## src/hdl/tspa_pkg.sv

```systemverilog
// shared types and constants for the task slot and pid allocator
package tspa_pkg;

  localparam int TABLE_SLOTS_DEF = 64;

  localparam int KIND_W    = 2;
  localparam int SLOT_W    = 6;
  localparam int USER_W    = 16;
  localparam int ID_W      = 15;
  localparam int CFG_W     = 7;
  localparam int CFG_IDX_W = 1;

  localparam logic [KIND_W-1:0] KIND_ALLOC  = 2'd0;
  localparam logic [KIND_W-1:0] KIND_OCCUPY = 2'd1;
  localparam logic [KIND_W-1:0] KIND_FREE   = 2'd2;

  localparam logic [CFG_IDX_W-1:0] CFG_MAX_TASKS = 1'd0;
  localparam logic [CFG_IDX_W-1:0] CFG_MIN_FREE  = 1'd1;

  localparam logic [CFG_W-1:0] MAX_TASKS_RST = 7'd32;
  localparam logic [CFG_W-1:0] MIN_FREE_RST  = 7'd4;

  localparam logic [ID_W-1:0] ID_MAX   = 15'h7fff;
  localparam logic [ID_W-1:0] ID_FIRST = 15'd1;

  typedef struct packed {
    logic              live;
    logic [USER_W-1:0] user;
    logic [ID_W-1:0]   pid;
    logic [ID_W-1:0]   grp;
    logic [ID_W-1:0]   ses;
  } entry_t;

  typedef struct packed {
    logic clear_en;
    logic take;
    logic advance;
    logic scan_en;
    logic load_out;
  } ctrl_cmd_t;

  typedef struct packed {
    logic clear_done;
    logic collide;
    logic scan_done;
  } dp_sts_t;

endpackage

```

## src/hdl/tspa_dp.sv

```systemverilog
// datapath: task table memory, id counter, scan pipeline, statistics and result registers
module tspa_dp #(
  parameter int TABLE_SLOTS = tspa_pkg::TABLE_SLOTS_DEF
) (
  input  logic                             clk,
  input  logic                             rst_n,
  input  tspa_pkg::ctrl_cmd_t              cmd,
  output tspa_pkg::dp_sts_t                sts,
  input  logic [tspa_pkg::KIND_W-1:0]      in_kind,
  input  logic [tspa_pkg::SLOT_W-1:0]      in_slot,
  input  logic [tspa_pkg::USER_W-1:0]      in_user_id,
  input  logic [tspa_pkg::ID_W-1:0]        in_proc_id,
  input  logic [tspa_pkg::ID_W-1:0]        in_group_id,
  input  logic [tspa_pkg::ID_W-1:0]        in_session_id,
  input  logic                             cfg_we,
  input  logic [tspa_pkg::CFG_IDX_W-1:0]   cfg_index,
  input  logic [tspa_pkg::CFG_W-1:0]       cfg_data,
  output logic                             out_status,
  output logic [tspa_pkg::SLOT_W-1:0]      out_free_slot,
  output logic [tspa_pkg::ID_W-1:0]        out_new_pid
);

  localparam int AW   = $clog2(TABLE_SLOTS);
  localparam int SW   = tspa_pkg::SLOT_W;
  localparam int CMPW = (AW > tspa_pkg::CFG_W) ? AW : tspa_pkg::CFG_W;
  localparam int CHKW = (AW + 1 > SW) ? AW + 1 : SW;
  localparam logic [AW-1:0] LAST  = AW'(TABLE_SLOTS - 1);
  localparam logic [AW-1:0] FIRST = AW'(1);

  tspa_pkg::entry_t mem [TABLE_SLOTS];
  tspa_pkg::entry_t rd_data_r;
  tspa_pkg::entry_t wr_data;

  logic [AW-1:0]                   rd_addr_r;
  logic                            iss_busy_r;
  logic                            pv_r;
  logic [AW-1:0]                   pidx_r;
  logic [tspa_pkg::ID_W-1:0]       id_ctr_r;
  logic [tspa_pkg::ID_W-1:0]       id_nxt;
  logic [AW-1:0]                   free_cnt_r;
  logic [AW-1:0]                   user_cnt_r;
  logic [AW-1:0]                   lowest_r;
  logic                            have_free_r;
  logic [tspa_pkg::CFG_W-1:0]      max_tasks_r;
  logic [tspa_pkg::CFG_W-1:0]      min_free_r;
  logic [tspa_pkg::KIND_W-1:0]     req_kind_r;
  logic [tspa_pkg::USER_W-1:0]     req_user_r;
  logic                            slot_ok_r;

  logic          slot_ok;
  logic          wr_en;
  logic [AW-1:0] wr_addr;
  logic          hit;
  logic          alloc_fail;

  assign slot_ok = CHKW'(in_slot) < CHKW'(TABLE_SLOTS);
  assign id_nxt  = (id_ctr_r == tspa_pkg::ID_MAX) ? tspa_pkg::ID_FIRST : id_ctr_r + 1'b1;

  always_comb begin
    wr_en   = 1'b0;
    wr_addr = rd_addr_r;
    wr_data = '0;
    if (cmd.clear_en) begin
      wr_en = 1'b1;
    end else if (cmd.take && slot_ok &&
                 (in_kind == tspa_pkg::KIND_OCCUPY || in_kind == tspa_pkg::KIND_FREE)) begin
      wr_en   = 1'b1;
      wr_addr = AW'(in_slot);
      if (in_kind == tspa_pkg::KIND_OCCUPY) begin
        wr_data.live = 1'b1;
        wr_data.user = in_user_id;
        wr_data.pid  = in_proc_id;
        wr_data.grp  = in_group_id;
        wr_data.ses  = in_session_id;
      end
    end
  end

  // table memory, one write and one registered read port
  always_ff @(posedge clk) begin
    if (wr_en) begin
      mem[wr_addr] <= wr_data;
    end
    rd_data_r <= mem[rd_addr_r];
  end

  assign hit = rd_data_r.live &&
               (rd_data_r.pid == id_ctr_r || rd_data_r.grp == id_ctr_r ||
                rd_data_r.ses == id_ctr_r);

  assign sts.collide    = pv_r && hit;
  assign sts.scan_done  = pv_r && !hit && (pidx_r == LAST);
  assign sts.clear_done = (rd_addr_r == LAST);

  // read address, issue and evaluate stage control
  always_ff @(posedge clk) begin
    if (!rst_n) begin
      rd_addr_r  <= '0;
      iss_busy_r <= 1'b0;
      pv_r       <= 1'b0;
      id_ctr_r   <= '0;
    end else if (cmd.clear_en) begin
      rd_addr_r <= rd_addr_r + 1'b1;
    end else if (cmd.advance) begin
      id_ctr_r   <= id_nxt;
      rd_addr_r  <= FIRST;
      iss_busy_r <= 1'b1;
      pv_r       <= 1'b0;
    end else if (cmd.scan_en && iss_busy_r) begin
      pv_r <= 1'b1;
      if (rd_addr_r == LAST) begin
        iss_busy_r <= 1'b0;
      end else begin
        rd_addr_r <= rd_addr_r + 1'b1;
      end
    end else begin
      pv_r <= 1'b0;
    end
  end

  always_ff @(posedge clk) begin
    pidx_r <= rd_addr_r;
  end

  // free and per-user counts, lowest free slot
  always_ff @(posedge clk) begin
    if (cmd.advance) begin
      free_cnt_r  <= '0;
      user_cnt_r  <= '0;
      have_free_r <= 1'b0;
      lowest_r    <= '0;
    end else if (pv_r && !hit) begin
      if (!rd_data_r.live) begin
        free_cnt_r <= free_cnt_r + 1'b1;
        if (!have_free_r) begin
          have_free_r <= 1'b1;
          lowest_r    <= pidx_r;
        end
      end else if (rd_data_r.user == req_user_r) begin
        user_cnt_r <= user_cnt_r + 1'b1;
      end
    end
  end

  always_ff @(posedge clk) begin
    if (cmd.take) begin
      req_kind_r <= in_kind;
      req_user_r <= in_user_id;
      slot_ok_r  <= slot_ok;
    end
  end

  always_ff @(posedge clk) begin
    if (!rst_n) begin
      max_tasks_r <= tspa_pkg::MAX_TASKS_RST;
      min_free_r  <= tspa_pkg::MIN_FREE_RST;
    end else if (cfg_we) begin
      case (cfg_index)
        tspa_pkg::CFG_MAX_TASKS: max_tasks_r <= cfg_data;
        tspa_pkg::CFG_MIN_FREE:  min_free_r  <= cfg_data;
        default: ;
      endcase
    end
  end

  assign alloc_fail = !have_free_r ||
                      (req_user_r != '0 &&
                       (CMPW'(free_cnt_r) <= CMPW'(min_free_r) ||
                        CMPW'(user_cnt_r) > CMPW'(max_tasks_r)));

  always_ff @(posedge clk) begin
    if (cmd.load_out) begin
      case (req_kind_r)
        tspa_pkg::KIND_ALLOC: begin
          out_status    <= alloc_fail;
          out_free_slot <= alloc_fail ? '0 : SW'(lowest_r);
          out_new_pid   <= id_ctr_r;
        end
        tspa_pkg::KIND_OCCUPY, tspa_pkg::KIND_FREE: begin
          out_status    <= !slot_ok_r;
          out_free_slot <= '0;
          out_new_pid   <= '0;
        end
        default: begin
          out_status    <= 1'b1;
          out_free_slot <= '0;
          out_new_pid   <= '0;
        end
      endcase
    end
  end

endmodule

```

## src/hdl/tspa_ctrl.sv

```systemverilog
// controller: clearing pass, item sequencing and result handshake
module tspa_ctrl (
  input  logic                         clk,
  input  logic                         rst_n,
  input  logic                         in_valid,
  output logic                         in_stall,
  input  logic [tspa_pkg::KIND_W-1:0]  in_kind,
  output logic                         out_valid,
  input  logic                         out_stall,
  output tspa_pkg::ctrl_cmd_t          cmd,
  input  tspa_pkg::dp_sts_t            sts
);

  typedef enum logic [3:0] {
    ST_CLEAR = 4'b0001,
    ST_IDLE  = 4'b0010,
    ST_SCAN  = 4'b0100,
    ST_RESP  = 4'b1000
  } state_t;

  state_t state_r;
  state_t state_nxt;
  logic   out_valid_r;
  logic   take;
  logic   load;

  assign in_stall  = !rst_n || (state_r != ST_IDLE);
  assign take      = in_valid && !in_stall;
  assign load      = (state_r == ST_RESP) && (!out_valid_r || !out_stall);
  assign out_valid = out_valid_r;

  assign cmd.clear_en = (state_r == ST_CLEAR);
  assign cmd.take     = take;
  assign cmd.advance  = (take && in_kind == tspa_pkg::KIND_ALLOC) ||
                        ((state_r == ST_SCAN) && sts.collide);
  assign cmd.scan_en  = (state_r == ST_SCAN);
  assign cmd.load_out = load;

  always_comb begin
    state_nxt = state_r;
    case (state_r)
      ST_CLEAR: if (sts.clear_done) state_nxt = ST_IDLE;
      ST_IDLE: begin
        if (take) begin
          state_nxt = (in_kind == tspa_pkg::KIND_ALLOC) ? ST_SCAN : ST_RESP;
        end
      end
      ST_SCAN: if (sts.scan_done) state_nxt = ST_RESP;
      ST_RESP: if (load) state_nxt = ST_IDLE;
      default: state_nxt = ST_CLEAR;
    endcase
  end

  always_ff @(posedge clk) begin
    if (!rst_n) begin
      state_r     <= ST_CLEAR;
      out_valid_r <= 1'b0;
    end else begin
      state_r <= state_nxt;
      if (load) begin
        out_valid_r <= 1'b1;
      end else if (!out_stall) begin
        out_valid_r <= 1'b0;
      end
    end
  end

endmodule

```

## src/hdl/task_slot_and_pid_allocator_top.sv

```systemverilog
// top level of the task slot and pid allocator
//
// items arrive on the in_ channel (valid/stall) and each gives exactly one result transfer
// on the out_ channel. kind allocate advances the 15-bit id counter until the id clashes with
// no live process, group or session id, then reports the lowest free slot above 0 and the new
// id, or status 1 when no slot is free or a non-root user is over its limits. kind occupy
// writes a slot, kind free clears it. an allocate walks the table through its single read
// port, one slot a cycle, and walks it again from slot 1 for every id clash.
// one item is in work at a time; the next is taken once the result sits in the output
// register, so a stalled receiver holds at most one result and one item in work.
// the cfg_ port (valid/ready) writes the per-user slot limit (index 0) and min_free_for_root
// (index 1); it is ready whenever reset is released.
// after reset a clearing pass marks every slot free, with in_stall high throughout.
// reset is synchronous, active low; the id counter restarts from zero.
module task_slot_and_pid_allocator_top #(
  parameter int TABLE_SLOTS = tspa_pkg::TABLE_SLOTS_DEF
) (
  input  logic                            clk,
  input  logic                            rst_n,
  input  logic                            in_valid,
  output logic                            in_stall,
  input  logic [tspa_pkg::KIND_W-1:0]     in_kind,
  input  logic [tspa_pkg::SLOT_W-1:0]     in_slot,
  input  logic [tspa_pkg::USER_W-1:0]     in_user_id,
  input  logic [tspa_pkg::ID_W-1:0]       in_proc_id,
  input  logic [tspa_pkg::ID_W-1:0]       in_group_id,
  input  logic [tspa_pkg::ID_W-1:0]       in_session_id,
  output logic                            out_valid,
  input  logic                            out_stall,
  output logic                            out_status,
  output logic [tspa_pkg::SLOT_W-1:0]     out_free_slot,
  output logic [tspa_pkg::ID_W-1:0]       out_new_pid,
  input  logic                            cfg_valid,
  output logic                            cfg_ready,
  input  logic [tspa_pkg::CFG_IDX_W-1:0]  cfg_index,
  input  logic [tspa_pkg::CFG_W-1:0]      cfg_data
);

  tspa_pkg::ctrl_cmd_t cmd;
  tspa_pkg::dp_sts_t   sts;

  assign cfg_ready = rst_n;

  tspa_ctrl u_ctrl (
    .clk       (clk),
    .rst_n     (rst_n),
    .in_valid  (in_valid),
    .in_stall  (in_stall),
    .in_kind   (in_kind),
    .out_valid (out_valid),
    .out_stall (out_stall),
    .cmd       (cmd),
    .sts       (sts)
  );

  tspa_dp #(
    .TABLE_SLOTS (TABLE_SLOTS)
  ) u_dp (
    .clk           (clk),
    .rst_n         (rst_n),
    .cmd           (cmd),
    .sts           (sts),
    .in_kind       (in_kind),
    .in_slot       (in_slot),
    .in_user_id    (in_user_id),
    .in_proc_id    (in_proc_id),
    .in_group_id   (in_group_id),
    .in_session_id (in_session_id),
    .cfg_we        (cfg_valid && cfg_ready),
    .cfg_index     (cfg_index),
    .cfg_data      (cfg_data),
    .out_status    (out_status),
    .out_free_slot (out_free_slot),
    .out_new_pid   (out_new_pid)
  );

endmodule

```

## config.mk

```make
export PLATFORM = sky130hd
export DESIGN_NAME = task_slot_and_pid_allocator_top
export DESIGN_NICKNAME = d
export VERILOG_FILES = /design/src/hdl/tspa_pkg.sv /design/src/hdl/tspa_dp.sv /design/src/hdl/tspa_ctrl.sv /design/src/hdl/task_slot_and_pid_allocator_top.sv
export SDC_FILE = /design/constraint.sdc
export NUM_CORES = 2
export LEC_CHECK = 0
export ABC_CLOCK_PERIOD_IN_PS = 14910
export CORE_ASPECT_RATIO = 1.5
export CORE_UTILIZATION = 50
export CTS_CLUSTER_SIZE = 40
export DETAILED_ROUTE_END_ITERATION = 6
export DONT_BUFFER_PORTS = 1
export MAX_ROUTING_LAYER = met4
export SYNTH_ARGS = -nofsm -noshare
export SYNTH_HDL_FRONTEND = slang
export SYNTH_SLANG_ARGS = --single-unit
```

## constraint.sdc

```tcl
create_clock -name clk -period 14.91 [get_ports clk]
set_input_delay 2.982 -clock clk [delete_from_list [all_inputs] [get_ports clk]]
set_output_delay 2.982 -clock clk [all_outputs]
set_load 0.02 [all_outputs]
```

==> flow_summary.toml <==
[synth]
ys_seq_elements = 4137
yosysWarnings = 0
yosys.area_share.simple_pct = 1.31
yosysSeqAreaShare_pct = 78.0
dominantRegCellSynth = "sky130_fd_sc_hd__edfxtp_1"
mean_syn_cell_area_sq_um = 24.7
synth_async_sr_flop_share_pct = 0
synthXorXnorAreaFrac_pct = 0.395
synth_mux_area_share_pct = 18.7
post_synth_num_cell_types = 59
synth_adder_area_share_pct = 0.151
synth-compound-area-share_pct = 0.369
synth_nets = 6491
synth_edf_count = 4008
syn_area_sq_um = 158000
post_synth_inst_count = 6390
synth_top_family_by_area = "multiplexers"

[power]
power_leakage_nw = 56.9
worst_ir_drop_vdd_mv = 0.106
powerDensity_nw_per_um2 = 133

[hold_path]
hold_depth = 2
beginning_of_the_worst_hold_path = "u_dp.min_free_r[1]$_SDFFE_PN0P_"
timing.hold.worst_endpoint = "u_dp.min_free_r[1]$_SDFFE_PN0P_"
timing.hold.worst.class = "reg -> reg"

[grt]
vias_in_the_first_global_route = 72300
grtUsageMet3_pct = 5.00
global_route.usage.met2_pct = 45.2
grt_start_max_net_pins = 150
grt_pass1_wl_um = 578000
global_route.overflow_total = 0
grt.met1_usage_pct = 34.3
track_usage_pct = 27.3
grt_antenna_before_repair = 65
top_usage_layer = "met2"

[detailed_routing]
drt_iter0_markers = 8325
viasPerCell = 6.34
via_count = 71100
antenna_violating_nets_post_route = 0
dr.pass1.iters = 6
drcViolationCount = 0
finalWirelength_um = 416000
wl_per_cell_um = 37.1

[sta]
skew_ns = 0.0384
timing.setup.tns_ns = 0
fin_crit_sh_pct = 46.8
setup_viol = 0
worst_tran_pin_value_ns = 1.39
timing.max_slew.rel_slack_pct = 7.60
rsz0062_at_grt = "no"
number_of_max_slew_violations_in_the_final_report = 0
period_minus_slack_ns = 6.98
finalHoldViolCount = 0
fmax_ghz = 0.143

[worst_setup_path]
rr_worst_depth = 9
crit_arrival_ns = 7.52
r2r-end = "u_dp.mem[40][30]$_DFFE_PP_"
start_kind = "input port"
r2r_setup_slack_ns = 9.50
critical_path.max_fanout = 37
timing.rr.start = "u_ctrl.state_r[1]$_SDFFE_PN0P_"
critical_path.endpoint_type = "flop"
critical_path_class = "in -> reg"
worst-endpoint-required_ns = 15.45

[cells_and_area]
drive_above_1_share_pct = 31.7
most-common-layout-cells = "4008 x sky130_fd_sc_hd__edfxtp_1, 1302 x sky130_fd_sc_hd__mux4_2, 393 x sky130_fd_sc_hd__clkbuf_16"
final_common_cell = "sky130_fd_sc_hd__edfxtp_1"
post_route_design_area_sq_um = 176000
final_net_count = 6748
synthToLayoutAreaGrowth_pct = 11.7

[clocking]
clkSlewWorstSetupHoldPaths_ns = 0.06
tritoncts = "yes"
cts_post_setup_buffers_inserted = 0
cts_bufs_inserted = 384
tritoncts_num_sinks = 4137
clk_path_buf_depth = 4
cts_repair_resizes = 0
worstSkewPairLatency_ns = 0.94
cts_hold_buffers = 0
root_buffer = "sky130_fd_sc_hd__clkbuf_16"
htree_levels = 5

[placement]
place.gp.congestion = 0.863
buffer_ports.inserted = 0
postPlaceCellArea_sq_um = 164000
half_perimeter_wire_length_after_placement_um = 238000

[die]
chipWidth_um = 460
rows = 252
die_y_um = 689
initial_utilization_pct = 50.2
floorplan.io_pins = 107
fp.coreArea_sq_um = 314000
die_area_sq_um = 317000

[outcome]
outcome = "finished, final reports clean"

[run]
max_cap_viol_count = 0
critical path: stages:
cell and delay (ns):
sky130_fd_sc_hd__inv_1 0.06, sky130_fd_sc_hd__ha_1 0.51, sky130_fd_sc_hd__and2_4 0.57, sky130_fd_sc_hd__buf_4 0.63
sky130_fd_sc_hd__nand2_1 0.11, sky130_fd_sc_hd__o21ai_0 0.27, sky130_fd_sc_hd__nand2_1 0.48, sky130_fd_sc_hd__nor2_4 1.06
sky130_fd_sc_hd__buf_4 0.75
report_power, final:
part	switching, W	internal, W	total, W
logic	0.000537	0.000427	0.000964
registers	0.0000804	0.0126	0.0127
clock network	0.00427	0.00547	0.00974
total	0.00489	0.0186	0.0234
cell usage after synthesis (3+ instances only):
cell type                  count  area share [%]
sky130_fd_sc_hd__edfxtp_1   4008              76
sky130_fd_sc_hd__mux4_2     1302              19
sky130_fd_sc_hd__clkbuf_1    194            0.46
sky130_fd_sc_hd__dfxtp_1     129             1.6
sky130_fd_sc_hd__buf_2        85            0.27
sky130_fd_sc_hd__nor2_1       82            0.20
sky130_fd_sc_hd__and3_1       78            0.31
sky130_fd_sc_hd__nand2_1      51            0.12
sky130_fd_sc_hd__xnor2_1      41            0.23
sky130_fd_sc_hd__buf_1        39           0.093
sky130_fd_sc_hd__nor3_1       37            0.12
sky130_fd_sc_hd__nand3_1      36            0.11
sky130_fd_sc_hd__xor2_1       30            0.17
sky130_fd_sc_hd__a21oi_1      29           0.092
sky130_fd_sc_hd__inv_1        25           0.060
sky130_fd_sc_hd__buf_4        24            0.11
sky130_fd_sc_hd__and2_1       19           0.075
sky130_fd_sc_hd__ha_1         19            0.15
sky130_fd_sc_hd__nand4_1      19           0.075
sky130_fd_sc_hd__mux2i_1      17            0.11
sky130_fd_sc_hd__o21ai_0      16           0.051
sky130_fd_sc_hd__nor4_1       13           0.052
sky130_fd_sc_hd__nand2b_1     11           0.044
sky130_fd_sc_hd__o31ai_1      11           0.052
sky130_fd_sc_hd__a31oi_1       6           0.024
sky130_fd_sc_hd__nor2b_1       6           0.024
sky130_fd_sc_hd__or2_2         5           0.020
sky130_fd_sc_hd__or3_1         5           0.020
sky130_fd_sc_hd__nor4b_1       4           0.022
sky130_fd_sc_hd__o21a_1        4           0.019
sky130_fd_sc_hd__a211oi_1      3           0.014
sky130_fd_sc_hd__buf_6         3           0.021
sky130_fd_sc_hd__or4_1         3           0.014
routing by layer:
metal,wire length [um],part of all wire [%]
met5,0,0
met4,14400,3.5
met3,29800,7.2
met2,216000,52
met1,156000,37
through the flow:
stage | setup WS, ns | hold slack (ns) | std cells | power (W) | utilization, %
after global placement | 6.89 | 0.446 | 10500 | 0.0140 | 52.1
final | 7.93 | 0.465 | 11200 | 0.0234 | 56.1
after detailed placement | 7.03 | 0.457 | 10500 | 0.0140 | 52.1
after global routing | 7.78 | 0.476 | 11200 | 0.0240 | 56.1
after CTS | 8.01 | 0.466 | 11200 | 0.0236 | 56.1
after floorplan | 5.38 | 0.326 | 6390 | 0.0136 | -
area by class of cell:
class / instances / area [sq um]
well taps: 4191 / 5240
flip-flops and latches: 4137 / 123000
repair buffers: 216 / 1770
multi-input cells: 1881 / 33500
diodes: 50 / 125
fillers: 22700 / 138000
clock inverters: 215 / 2010
inverters: 27 / 101
clock buffers: 487 / 10300
how the worst max path moves through the flow:
stage,start,end,cells past startpoint
2_1_floorplan,rst_n,u_dp.mem[63][0]$_DFFE_PP_,8
3_3_place_gp,in_kind[1],u_dp.mem[40][30]$_DFFE_PP_,9
3_5_place_dp,in_kind[1],u_dp.mem[2][22]$_DFFE_PP_,9
4_1_cts,in_kind[1],u_dp.mem[40][44]$_DFFE_PP_,9
5_1_grt,in_kind[1],u_dp.mem[40][39]$_DFFE_PP_,9
6_report,in_kind[1],u_dp.mem[40][30]$_DFFE_PP_,9
flip-flops by register name (all words and copies together), names as in the netlist:
name and cells:
u_dp.req_kind_r 2, u_dp.mem 3968, u_dp.pidx_r 6, u_dp.lowest_r 6, u_dp.rd_data_r 62, u_dp.out_status 1
u_dp.out_new_pid 15, u_dp.rd_addr_r 6, u_dp.req_user_r 16, u_dp.min_free_r 7, u_dp.id_ctr_r 15, u_dp.free_cnt_r 6
u_dp.out_free_slot 6, u_dp.have_free_r 1, u_dp.pv_r 1, u_dp.user_cnt_r 6, u_dp.max_tasks_r 7, u_dp.iss_busy_r 1
u_ctrl.out_valid 1, u_ctrl.state_r 4
logic make-up (layout without fill, tap and decap cells):
group	count (synthesis)	after routing
mux	1319	1319
buf+inv	372	945
fa+ha+maj	19	19
other cells	0	50
xor+xnor	71	71
simple gates	383	383
compound gates	89	89
flops	4137	4137
Note: power is estimated with default switching activity, not from simulation.
